[config.mk]
export PLATFORM = sky130hd
export DESIGN_NAME = quoted_line_tokenizer
export DESIGN_NICKNAME = d
export VERILOG_FILES = /design/src/qlt_pkg.sv /design/src/qlt_scan.sv /design/src/qlt_out.sv /design/src/quoted_line_tokenizer.sv
export SDC_FILE = /design/constraint.sdc
export NUM_CORES = 1
export LEC_CHECK = 0
export ABC_CLOCK_PERIOD_IN_PS = 4200
export BUFFER_PORTS_ARGS = -buffer_cell sky130_fd_sc_hd__buf_2
export CORE_ASPECT_RATIO = 0.9
export CORE_MARGIN = 5
export CORE_UTILIZATION = 58
export DETAILED_ROUTE_END_ITERATION = 6
export PLACE_DENSITY = 0.84
export SLEW_MARGIN = 40
export SYNTH_ARGS = -nofsm -noshare
export SYNTH_HDL_FRONTEND = slang
export SYNTH_SLANG_ARGS = --single-unit
[constraint.sdc]
create_clock -name clock -period 4.2 [get_ports clock]
set_input_delay 0.42 -clock clock [delete_from_list [all_inputs] [get_ports clock]]
set_output_delay 0.42 -clock clock [all_outputs]
set_load 0.1 [all_outputs]
[src/qlt_pkg.sv]
// Shared types and constants for the quoted line tokenizer.
package qlt_pkg;

   localparam int CHAR_W = 8;
   localparam int KIND_W = 2;

   localparam logic [CHAR_W-1:0] CH_HASH      = 8'h23;
   localparam logic [CHAR_W-1:0] CH_QUOTE     = 8'h22;
   localparam logic [CHAR_W-1:0] CH_BACKSLASH = 8'h5C;
   localparam logic [CHAR_W-1:0] CH_TAB       = 8'h09;
   localparam logic [CHAR_W-1:0] CH_CR        = 8'h0D;
   localparam logic [CHAR_W-1:0] CH_SPACE     = 8'h20;

   localparam logic [KIND_W-1:0] KIND_CHAR    = 2'd0;
   localparam logic [KIND_W-1:0] KIND_TOKEND  = 2'd1;
   localparam logic [KIND_W-1:0] KIND_LINEEND = 2'd2;

   typedef enum logic [5:0] {
      MODE_BETWEEN = 6'b000001,
      MODE_PLAIN   = 6'b000010,
      MODE_QUOTED  = 6'b000100,
      MODE_ESCAPE  = 6'b001000,
      MODE_DISCARD = 6'b010000,
      MODE_COMMENT = 6'b100000
   } qlt_mode_type;

   // Results caused by one item, in emission order: character, token end, line end.
   typedef struct packed {
      logic              has_char;
      logic              has_end;
      logic              has_line;
      logic [CHAR_W-1:0] char_code;
   } qlt_hits_type;

endpackage

[src/qlt_scan.sv]
// Scanner: tokenizer state and decoding of one character into its results.
module qlt_scan (
   input  logic                        clock,
   input  logic                        reset,
   input  logic                        accept,
   input  logic [qlt_pkg::CHAR_W-1:0]  char_code,
   input  logic                        line_end,
   output qlt_pkg::qlt_hits_type       hits
);
   import qlt_pkg::*;

   qlt_mode_type mode_ff, mode_in;
   logic         nonempty_ff, nonempty_in;
   logic         is_ws;

   assign is_ws = ((char_code >= CH_TAB) && (char_code <= CH_CR)) || (char_code == CH_SPACE);

   always_comb begin
      mode_in       = mode_ff;
      nonempty_in   = nonempty_ff;
      hits          = '0;
      hits.char_code = char_code;
      case (mode_ff)
         MODE_PLAIN: begin
            if (is_ws || (char_code == CH_HASH)) begin
               hits.has_end = 1'b1;
               mode_in      = (char_code == CH_HASH) ? MODE_COMMENT : MODE_BETWEEN;
               nonempty_in  = 1'b0;
            end else begin
               hits.has_char = 1'b1;
            end
         end
         MODE_QUOTED: begin
            if (char_code == CH_QUOTE) begin
               hits.has_end = nonempty_ff;
               nonempty_in  = 1'b0;
               mode_in      = MODE_DISCARD;
            end else if ((char_code == CH_BACKSLASH) && !line_end) begin
               mode_in = MODE_ESCAPE;
            end else begin
               hits.has_char = 1'b1;
               nonempty_in   = 1'b1;
            end
         end
         MODE_ESCAPE: begin
            hits.has_char = 1'b1;
            nonempty_in   = 1'b1;
            mode_in       = MODE_QUOTED;
         end
         MODE_DISCARD: begin
            if (is_ws) begin
               mode_in = MODE_BETWEEN;
            end else if (char_code == CH_HASH) begin
               mode_in = MODE_COMMENT;
            end
         end
         MODE_COMMENT: begin
         end
         default: begin
            if (is_ws) begin
               mode_in = MODE_BETWEEN;
            end else if (char_code == CH_HASH) begin
               mode_in = MODE_COMMENT;
            end else if (char_code == CH_QUOTE) begin
               mode_in     = MODE_QUOTED;
               nonempty_in = 1'b0;
            end else begin
               hits.has_char = 1'b1;
               mode_in       = MODE_PLAIN;
               nonempty_in   = 1'b1;
            end
         end
      endcase

      // The line closes whatever token is open; an empty one gives no token end.
      if (line_end) begin
         if (((mode_in == MODE_PLAIN) || (mode_in == MODE_QUOTED) ||
              (mode_in == MODE_ESCAPE)) && nonempty_in) begin
            hits.has_end = 1'b1;
         end
         hits.has_line = 1'b1;
         mode_in       = MODE_BETWEEN;
         nonempty_in   = 1'b0;
      end
   end

   always_ff @(posedge clock) begin
      if (reset) begin
         mode_ff     <= MODE_BETWEEN;
         nonempty_ff <= 1'b0;
      end else if (accept) begin
         mode_ff     <= mode_in;
         nonempty_ff <= nonempty_in;
      end
   end

   a_line_resets: assert property (@(posedge clock) disable iff (reset)
      accept && line_end |=> (mode_ff == MODE_BETWEEN) && !nonempty_ff)
      else $error("state not cleared after a line end");

   a_comment_silent: assert property (@(posedge clock) disable iff (reset)
      accept && (mode_ff == MODE_COMMENT) |-> !hits.has_char && !hits.has_end)
      else $error("comment produced token output");

endmodule

[src/qlt_out.sv]
// Result buffer: holds one item's results, handed out one per cycle unless stalled.
module qlt_out (
   input  logic                        clock,
   input  logic                        reset,
   input  logic                        load,
   input  qlt_pkg::qlt_hits_type       hits,
   output logic                        free,
   output logic                        rsp_tvalid,
   input  logic                        rsp_tready,
   output logic [7:0]                  rsp_tdata,
   output logic [1:0]                  rsp_tuser,
   output logic                        rsp_tlast
);
   import qlt_pkg::*;

   logic              char_ff, end_ff, line_ff;
   logic              char_in, end_in, line_in;
   logic [CHAR_W-1:0] data_ff;
   logic              take;

   assign rsp_tvalid = char_ff | end_ff | line_ff;
   assign rsp_tlast  = ({char_ff, end_ff, line_ff} == 3'b100) ||
                       ({char_ff, end_ff, line_ff} == 3'b010) ||
                       ({char_ff, end_ff, line_ff} == 3'b001);
   assign rsp_tuser  = char_ff ? KIND_CHAR : (end_ff ? KIND_TOKEND : KIND_LINEEND);
   assign rsp_tdata  = char_ff ? data_ff : '0;
   assign take       = rsp_tvalid && rsp_tready;
   assign free       = !rsp_tvalid || (take && rsp_tlast);

   always_comb begin
      char_in = char_ff;
      end_in  = end_ff;
      line_in = line_ff;
      if (load) begin
         char_in = hits.has_char;
         end_in  = hits.has_end;
         line_in = hits.has_line;
      end else if (take) begin
         // Retire the result now on the port: the first flag still set.
         if (char_ff) begin
            char_in = 1'b0;
         end else if (end_ff) begin
            end_in = 1'b0;
         end else begin
            line_in = 1'b0;
         end
      end
   end

   always_ff @(posedge clock) begin
      if (reset) begin
         char_ff <= 1'b0;
         end_ff  <= 1'b0;
         line_ff <= 1'b0;
      end else begin
         char_ff <= char_in;
         end_ff  <= end_in;
         line_ff <= line_in;
      end
   end

   always_ff @(posedge clock) begin
      if (load) begin
         data_ff <= hits.char_code;
      end
   end

   a_no_overwrite: assert property (@(posedge clock) disable iff (reset)
      load |-> free)
      else $error("result buffer loaded while results remain");

   a_line_is_last: assert property (@(posedge clock) disable iff (reset)
      rsp_tvalid && (rsp_tuser == KIND_LINEEND) |-> rsp_tlast)
      else $error("line end not marked as final result");

   a_kind_defined: assert property (@(posedge clock) disable iff (reset)
      rsp_tvalid |-> (rsp_tuser == KIND_CHAR) || (rsp_tuser == KIND_TOKEND) ||
                     (rsp_tuser == KIND_LINEEND))
      else $error("undefined result kind");

endmodule

[src/quoted_line_tokenizer.sv]
// Top level of the quoted line tokenizer: scanner and result buffer.
//
//   channel  direction  tdata                  tuser        tlast
//   req_     in         [7:0] char_code        -            line_end
//   rsp_     out        [7:0] token_char       [1:0] kind   last
//
// Each character is decoded in the cycle it is accepted and its results
// (up to three: a character, a token end, a line end) land in the result
// buffer, which hands out one result per cycle while rsp_tready is high.
// The next item is taken in the cycle the buffer's final result leaves.
// Reset is synchronous and active high; it empties the buffer and puts the
// scanner between tokens. A stall on rsp_tready holds the current result.
module quoted_line_tokenizer (
   input  logic       clock,
   input  logic       reset,
   input  logic       req_tvalid,
   output logic       req_tready,
   input  logic [7:0] req_tdata,   // [7:0] char_code
   input  logic       req_tlast,   // line_end
   output logic       rsp_tvalid,
   input  logic       rsp_tready,
   output logic [7:0] rsp_tdata,   // [7:0] token_char
   output logic [1:0] rsp_tuser,   // [1:0] kind
   output logic       rsp_tlast    // last
);
   import qlt_pkg::*;

   qlt_hits_type hits;
   logic         free;
   logic         accept;

   // An item enters whenever the buffer is empty or is giving up its final result.
   assign req_tready = free;
   assign accept     = req_tvalid && free;

   qlt_scan u_scan (
      .clock     (clock),
      .reset     (reset),
      .accept    (accept),
      .char_code (req_tdata),
      .line_end  (req_tlast),
      .hits      (hits)
   );

   qlt_out u_out (
      .clock      (clock),
      .reset      (reset),
      .load       (accept),
      .hits       (hits),
      .free       (free),
      .rsp_tvalid (rsp_tvalid),
      .rsp_tready (rsp_tready),
      .rsp_tdata  (rsp_tdata),
      .rsp_tuser  (rsp_tuser),
      .rsp_tlast  (rsp_tlast)
   );

endmodule

# Word level (Yosys, flattened, before mapping)
# Cells that the tools add are included.
# Widths: inputs -> output; s select.
dict set report totals {
  latch_bits 0
  ram_bits 0
  ff_bits 18
  input_bits 13
  memories 0
  romBits 0
  elab_cells 88
  out_inout_bits 13
}
dict set report classes {
  shifts 0
  eq_ne 17
  n_div 0
  mux 42
  mul 0
  bitwise_logic 2
  magnitude_cmp 2
  n_reduce_logical 19
  addsub 0
}
# operator count
set ops {}
lappend ops {{$mux 6} 9}
lappend ops {{$pmux 6 s5} 1}
lappend ops {{$eq 8x6->1 const B} 3}
lappend ops {{$mux 1} 24}
lappend ops {{$eq 6x2->1 const B} 2}
lappend ops {{$eq 6x3->1 const B} 2}
lappend ops {{$eq 6x4->1 const B} 2}
lappend ops {{$eq 8x7->1 const B} 1}
lappend ops {{$ge 8x4->1 const B} 1}
lappend ops {{$le 8x4->1 const B} 1}
lappend ops {{$mux 8} 1}
lappend ops {{$pmux 1 s4} 2}
lappend ops {{$logic_or 1x1->1} 7}
lappend ops {{$eq 6x5->1 const B} 1}
lappend ops {{$eq 6x6->1 const B} 1}
lappend ops {{$logic_and 1x1->1} 6}
lappend ops {{$mux 2} 3}
lappend ops {{$ne 2x2->1 const B} 2}
lappend ops {{$eq 3x1->1 const B} 1}
lappend ops {{$eq 3x2->1 const B} 1}
lappend ops {{$eq 3x3->1 const B} 1}
lappend ops {{$mux 3} 1}
lappend ops {{$reduce_and 3->1} 1}
lappend ops {{$logic_not 1->1} 2}
lappend ops {{other kinds (5)} 6}

# Logic depth before layout (Yosys ltp)
dict set report logic_depth {
  word_depth 13
  mapped_depth 7
  depth_no_buf 7
}

# Hierarchy
# Synthesis repeated with hierarchy kept, for this count alone.
dict set report unflattened {
  cells_unflattened 138
  area_unflattened_um2 1282.5
}
# mod seq_area_each_um2 cells_each n_inst area_per_inst_um2
set by_module_without_submodules {}
lappend by_module_without_submodules {qlt_scan 140.1 98 1 790.8}
lappend by_module_without_submodules {qlt_out 300.3 39 1 485.5}
lappend by_module_without_submodules {quoted_line_tokenizer 0.0 1 1 6.3}

# Worst setup path after synthesis
# OpenSTA, ideal clock, no wires.
dict set report synth_timing {
  path_kind {register to output}
  start {register u_out.end_ff}
  end {output rsp_tlast}
  arrival_time_ns 2.710
  path_stages_with_launch 4
  setup_slack_ns 1.070
  n_path_buf 1
  required_time_ns 3.780
  cell_sequence {dfxtp_1 > clkbuf_1 > xnor2_1 > o21ai_0}
}
dict set report synth_between {
  elab_chain_cells 3
  word_cells_on_any_way 5
  cone_classes {eq/ne: 3; reduce/logical: 2}
}
# element line
set synth_lines {}
lappend synth_lines {{from (decl)} qlt_out.sv:16} ;# logic char_ff, end_ff, line_ff;
lappend synth_lines {{from (signal assigned)} qlt_out.sv:57} ;# end_ff <= end_in;
lappend synth_lines {{$eq 3x3->1 or $eq 3x2->1 (tied branches)} {qlt_out.sv:22, qlt_out.sv:23}}
lappend synth_lines {{$logic_or 1x1->1} qlt_out.sv:22} ;# assign rsp_tlast = ({char_ff, end_ff, line_ff} == 3'b100) ||
lappend synth_lines {{$logic_or 1x1->1 *} qlt_out.sv:23} ;# ({char_ff, end_ff, line_ff} == 3'b010) ||
lappend synth_lines {{to (decl)} quoted_line_tokenizer.sv:24} ;# output logic rsp_tlast
# Every way passes the cells marked *; elsewhere a longest branch is shown, timed or not.

# Worst setup path after layout
dict set report layout_timing {
  start {register u_out.end_ff}
  end {output req_tready}
}
dict set report layout_between {
  elab_chain_cells 5
  word_cells_on_any_way 11
  cone_classes {eq/ne: 3; bitwise: 2; reduce/logical: 6}
}
# element line
set layout_lines {}
lappend layout_lines {{$eq 3x3->1 (tied with other cells)} qlt_out.sv:22}
lappend layout_lines {{$logic_or 1x1->1 or $or 1x1->1 (tied branches)} {qlt_out.sv:22, qlt_out.sv:21}}
lappend layout_lines {{$logic_or 1x1->1 or $logic_and 1x1->1 (tied branches)} {qlt_out.sv:23, qlt_out.sv:27}}
lappend layout_lines {{$logic_and 1x1->1} qlt_out.sv:28} ;# assign free = !rsp_tvalid || (take && rsp_tlast);
lappend layout_lines {{$logic_or 1x1->1 *} qlt_out.sv:28}
lappend layout_lines {{to (decl)} quoted_line_tokenizer.sv:17} ;# output logic req_tready,
# Marks and branches as above.

==> key figures <==
Timing
  • RSZ-0062 raised after global routing: false
  • Period utilisation layout: 51.4%
  • Post-layout minimum cycle time: 2.16 ns
  • Slew Limit Fails: 0
  • Setup TNS: 0 ns
  • Final Hold Slack: 0.331 ns
  • Worst slew pin tran: 0.489 ns
  • Endpoints failing setup: 0
  • Relative slew slack: between 60% and 70%
  • Max Freq: roughly 460 MHz
  • Worst Skew: 0.00638 ns
  • Hold Vio Cnt, Final: 0

Global route
  • First-pass GRT wire length: a little under 5 mm
  • Initial antenna violation count: 0
  • Grt ovf: 0
  • Largest net degree at the start of global routing: 18
  • Met1 Use GR: 25.7%
  • Vias in the first global route: 1113
  • Met3 usage: 4.01%
  • Top Usage Layer GRT: met2
  • M2 GR Usage: 35.3%
  • Tot GR Track Use: 20.7%

Setup path
  • Critical path class: reg -> out
  • Setup slack, reg-to-reg: around 2.3 ns
  • Worst r2r path cells: 6
  • Critical Path Start: u_out.end_ff
  • Worst r2r src: u_scan.mode_ff[3]
  • CP Max Fanout: 8
  • CP endpoint: req_tready
  • Arr. time, crit path: ~1.7 ns
  • Cell Chain, Critical Path: maj3_1 > o2bb2ai_2 > buf_2
  • Critical R2R Capture: u_out.end_ff
  • CP Capture Type: primary output
  • Max stage delay on crit path: 0.46 ns
  • Slowest cell on crit path: buf_2
  • Required time of the critical path: about 3.8 ns
  • CP Launch Type: register

Clock network
  • Clock buffer depth: 2
  • Post-CTS setup buffers: 0
  • Post-CTS Resized: 0
  • TritonCTS Buffers: 3
  • Clock latency at the later pin of the worst-skew pair: 0.30 ns
  • CTS Sinks: 18
  • TritonCTS clock tree: done
  • H-tree levels: 1
  • Worst-path clk slew: 0.11 ns
  • Root buf cell: clkbuf_4
  • Post-CTS Hold Buffers: 0

Floorplan
  • Die footprint: 3240 sq um
  • Num ports: 26
  • Die Ht: 54.5 um
  • CORE AREA: 2140 sq um
  • FP Rows: 16
  • Die W: between 50 and 60 um
  • Initial core utilization: 59.6%

Layout
  • Register Area: 440 sq um
  • Layout cells sized above 1: between 20% and 30%
  • ANT cells: 0
  • Util after Layout: 67.1%
  • Layout Cells excl Fill: 193
  • Fill cell count: 182
  • Area of the multi-input gates: a little under 800 sq um
  • Nets: 180
  • Area grow syn2layout: 12.5%

Detailed routing
  • Drt pass-1 iters: 4
  • DRT antenna net count: 0
  • Residual DRC: 0
  • Vias per cell: 6.06
  • Drt wl/cell: 15.1 um
  • Final WL: 2.92 mm
  • DRT iter0 DRCs: 70
  • Total number of vias: approximately 1200

Synthesis
  • Synth cell types: 56
  • Synthesized Nets: 154
  • Synth Instances: 141
  • Synth async-reset ratio: 0%
  • Post-synth EDFFs: 8
  • Post-synthesis register bit count: 18
  • Yosys warning count: 0
  • Mapped Area: 1280 sq um
  • Primary FF master, synth: dfxtp_1
  • Syn Area/Cell: 9.06 sq um
  • Post-synthesis sequential area ratio: 34.5%

Pwr
  • Maximum VDD drop: 0.260 mV
  • P per Cell Area: ~340 nW/um^2
  • Pleak: between 0.5 and 0.6 nW

Job
  • Max cap viols: 0

Outcome
  • Status: complete, no violations

Placement
  • Port buffer count: 25
  • HPWL Detailed: roughly 2.2 mm
  • RePlAce Congestion: 0.869
  • Placed insts: about 190

Hold path
  • Hold Crit Class: in -> reg
[critical path, delay by kind of cell (launching register included)]
kind / cells / cell delay (ns)
buffers and inverters: 1 / 0.46
flip-flops: 1 / 0.39
adder cells (fa/ha/maj): 1 / 0.39
AO/OA/AOI/OAI: 1 / 0.20
[metal layers]
metal / vias up / part of all wire [%]
li1: 583 / -
met1: 535 / 44
met3: 7 / 6.9
met5: - / 0
met2: 44 / 48
met4: 0 / 1.5
[cells in the mapped netlist (2+ instances only)]
cell | instances | area [sq um]
nand3_1 | 6 | 30.0
o21ai_0 | 5 | 25.0
nor4b_1 | 2 | 17.5
edfxtp_1 | 8 | 240
o21ai_1 | 3 | 15.0
and2_1 | 8 | 50.1
nand2b_1 | 2 | 12.5
nor2_2 | 5 | 31.3
or2_1 | 2 | 12.5
dfxtp_1 | 10 | 200
nor3b_2 | 2 | 25.0
a2bb2oi_1 | 2 | 17.5
and4bb_2 | 2 | 25.0
clkbuf_1 | 3 | 11.3
o211ai_1 | 2 | 15.0
nand2_1 | 11 | 41.3
a21oi_1 | 12 | 60.1
nor3_1 | 3 | 15.0
inv_1 | 3 | 11.3
nand3b_1 | 2 | 15.0
nor2b_1 | 2 | 12.5
nor2_1 | 11 | 41.3
or3_1 | 2 | 12.5
[registers in the layout, summed over array words and instances, names as in the netlist]
| name | count |
|---|---|
| u_out.data_ff | 8 |
| u_scan.mode_ff | 6 |
| u_out.char_ff | 1 |
| u_out.end_ff | 1 |
| u_out.line_ff | 1 |
| u_scan.nonempty_ff | 1 |
[final cells by class]
type	instances	area share (%)
Clock inverter	1	0.261
Inverter	4	1.13
Sequential cell	18	30.6
Clock buffer	3	1.57
Tap cell	27	2.35
Timing Repair Buffer	25	8.70
Multi-Input combinational cell	115	55.4
[layout by cell type (no fill, tap or decap), types with 3 or more instances in the layout]
cell / count
o21ai_0: 5
nand3_1: 6
o21ai_1: 3
nand2_1: 11
clkbuf_4: 3
nor2_2: 5
dfxtp_1: 10
nor3_1: 3
and2_1: 8
nor2_1: 11
a21oi_1: 12
buf_2: 25
inv_1: 3
edfxtp_1: 8
[cell families (layout without fill, tap and decap cells)]
group | after synthesis | count (layout) | synth area share [%]
DFF | 18 | 18 | 34.5
adders and majority gates | 1 | 1 | 0.784
and+or+nand+nor | 74 | 74 | 37.3
buffers and inverters | 8 | 33 | 3.23
AOI/OAI and AO/OA | 38 | 38 | 22.8
xor gates and xnor gates | 2 | 2 | 1.37
[worst min-delay path by stage]
stage | startpoint | endpoint | slack [ns] | depth (start not counted)
after global placement | u_scan.mode_ff[1] | u_scan.mode_ff[1] | 0.51 | 2
after global routing | req_tdata[7] | u_out.data_ff[7] | 0.31 | 1
after detailed placement | u_scan.mode_ff[1] | u_scan.mode_ff[1] | 0.52 | 2
final | req_tdata[7] | u_out.data_ff[7] | 0.33 | 1
after CTS | req_tdata[7] | u_out.data_ff[7] | 0.33 | 1
after floorplan | u_scan.mode_ff[1] | u_scan.mode_ff[1] | 0.47 | 2
[report_power, final]
group | internal, W | leakage [nW] | total [W] | switching (W)
Clock | 0.0000347 | 0.0154 | 0.0000916 | 0.0000569
Sequential | 0.000196 | 0.158 | 0.000209 | 0.0000122
Combinational | 0.0000385 | 0.370 | 0.000185 | 0.000147
[through the flow]
step / power, W / setup slack (ns) / area, sq um
2_1_floorplan: 0.000363 / 1.07 / 1280
3_5_place_dp: 0.000398 / 2.03 / 1410
4_1_cts: 0.000487 / 2.04 / 1440
6_report: 0.000485 / 2.04 / 1440
5_1_grt: 0.000511 / 1.95 / 1440
3_3_place_gp: 0.000394 / 2.13 / 1410
No activity file was read; power rests on OpenSTA's default activity.
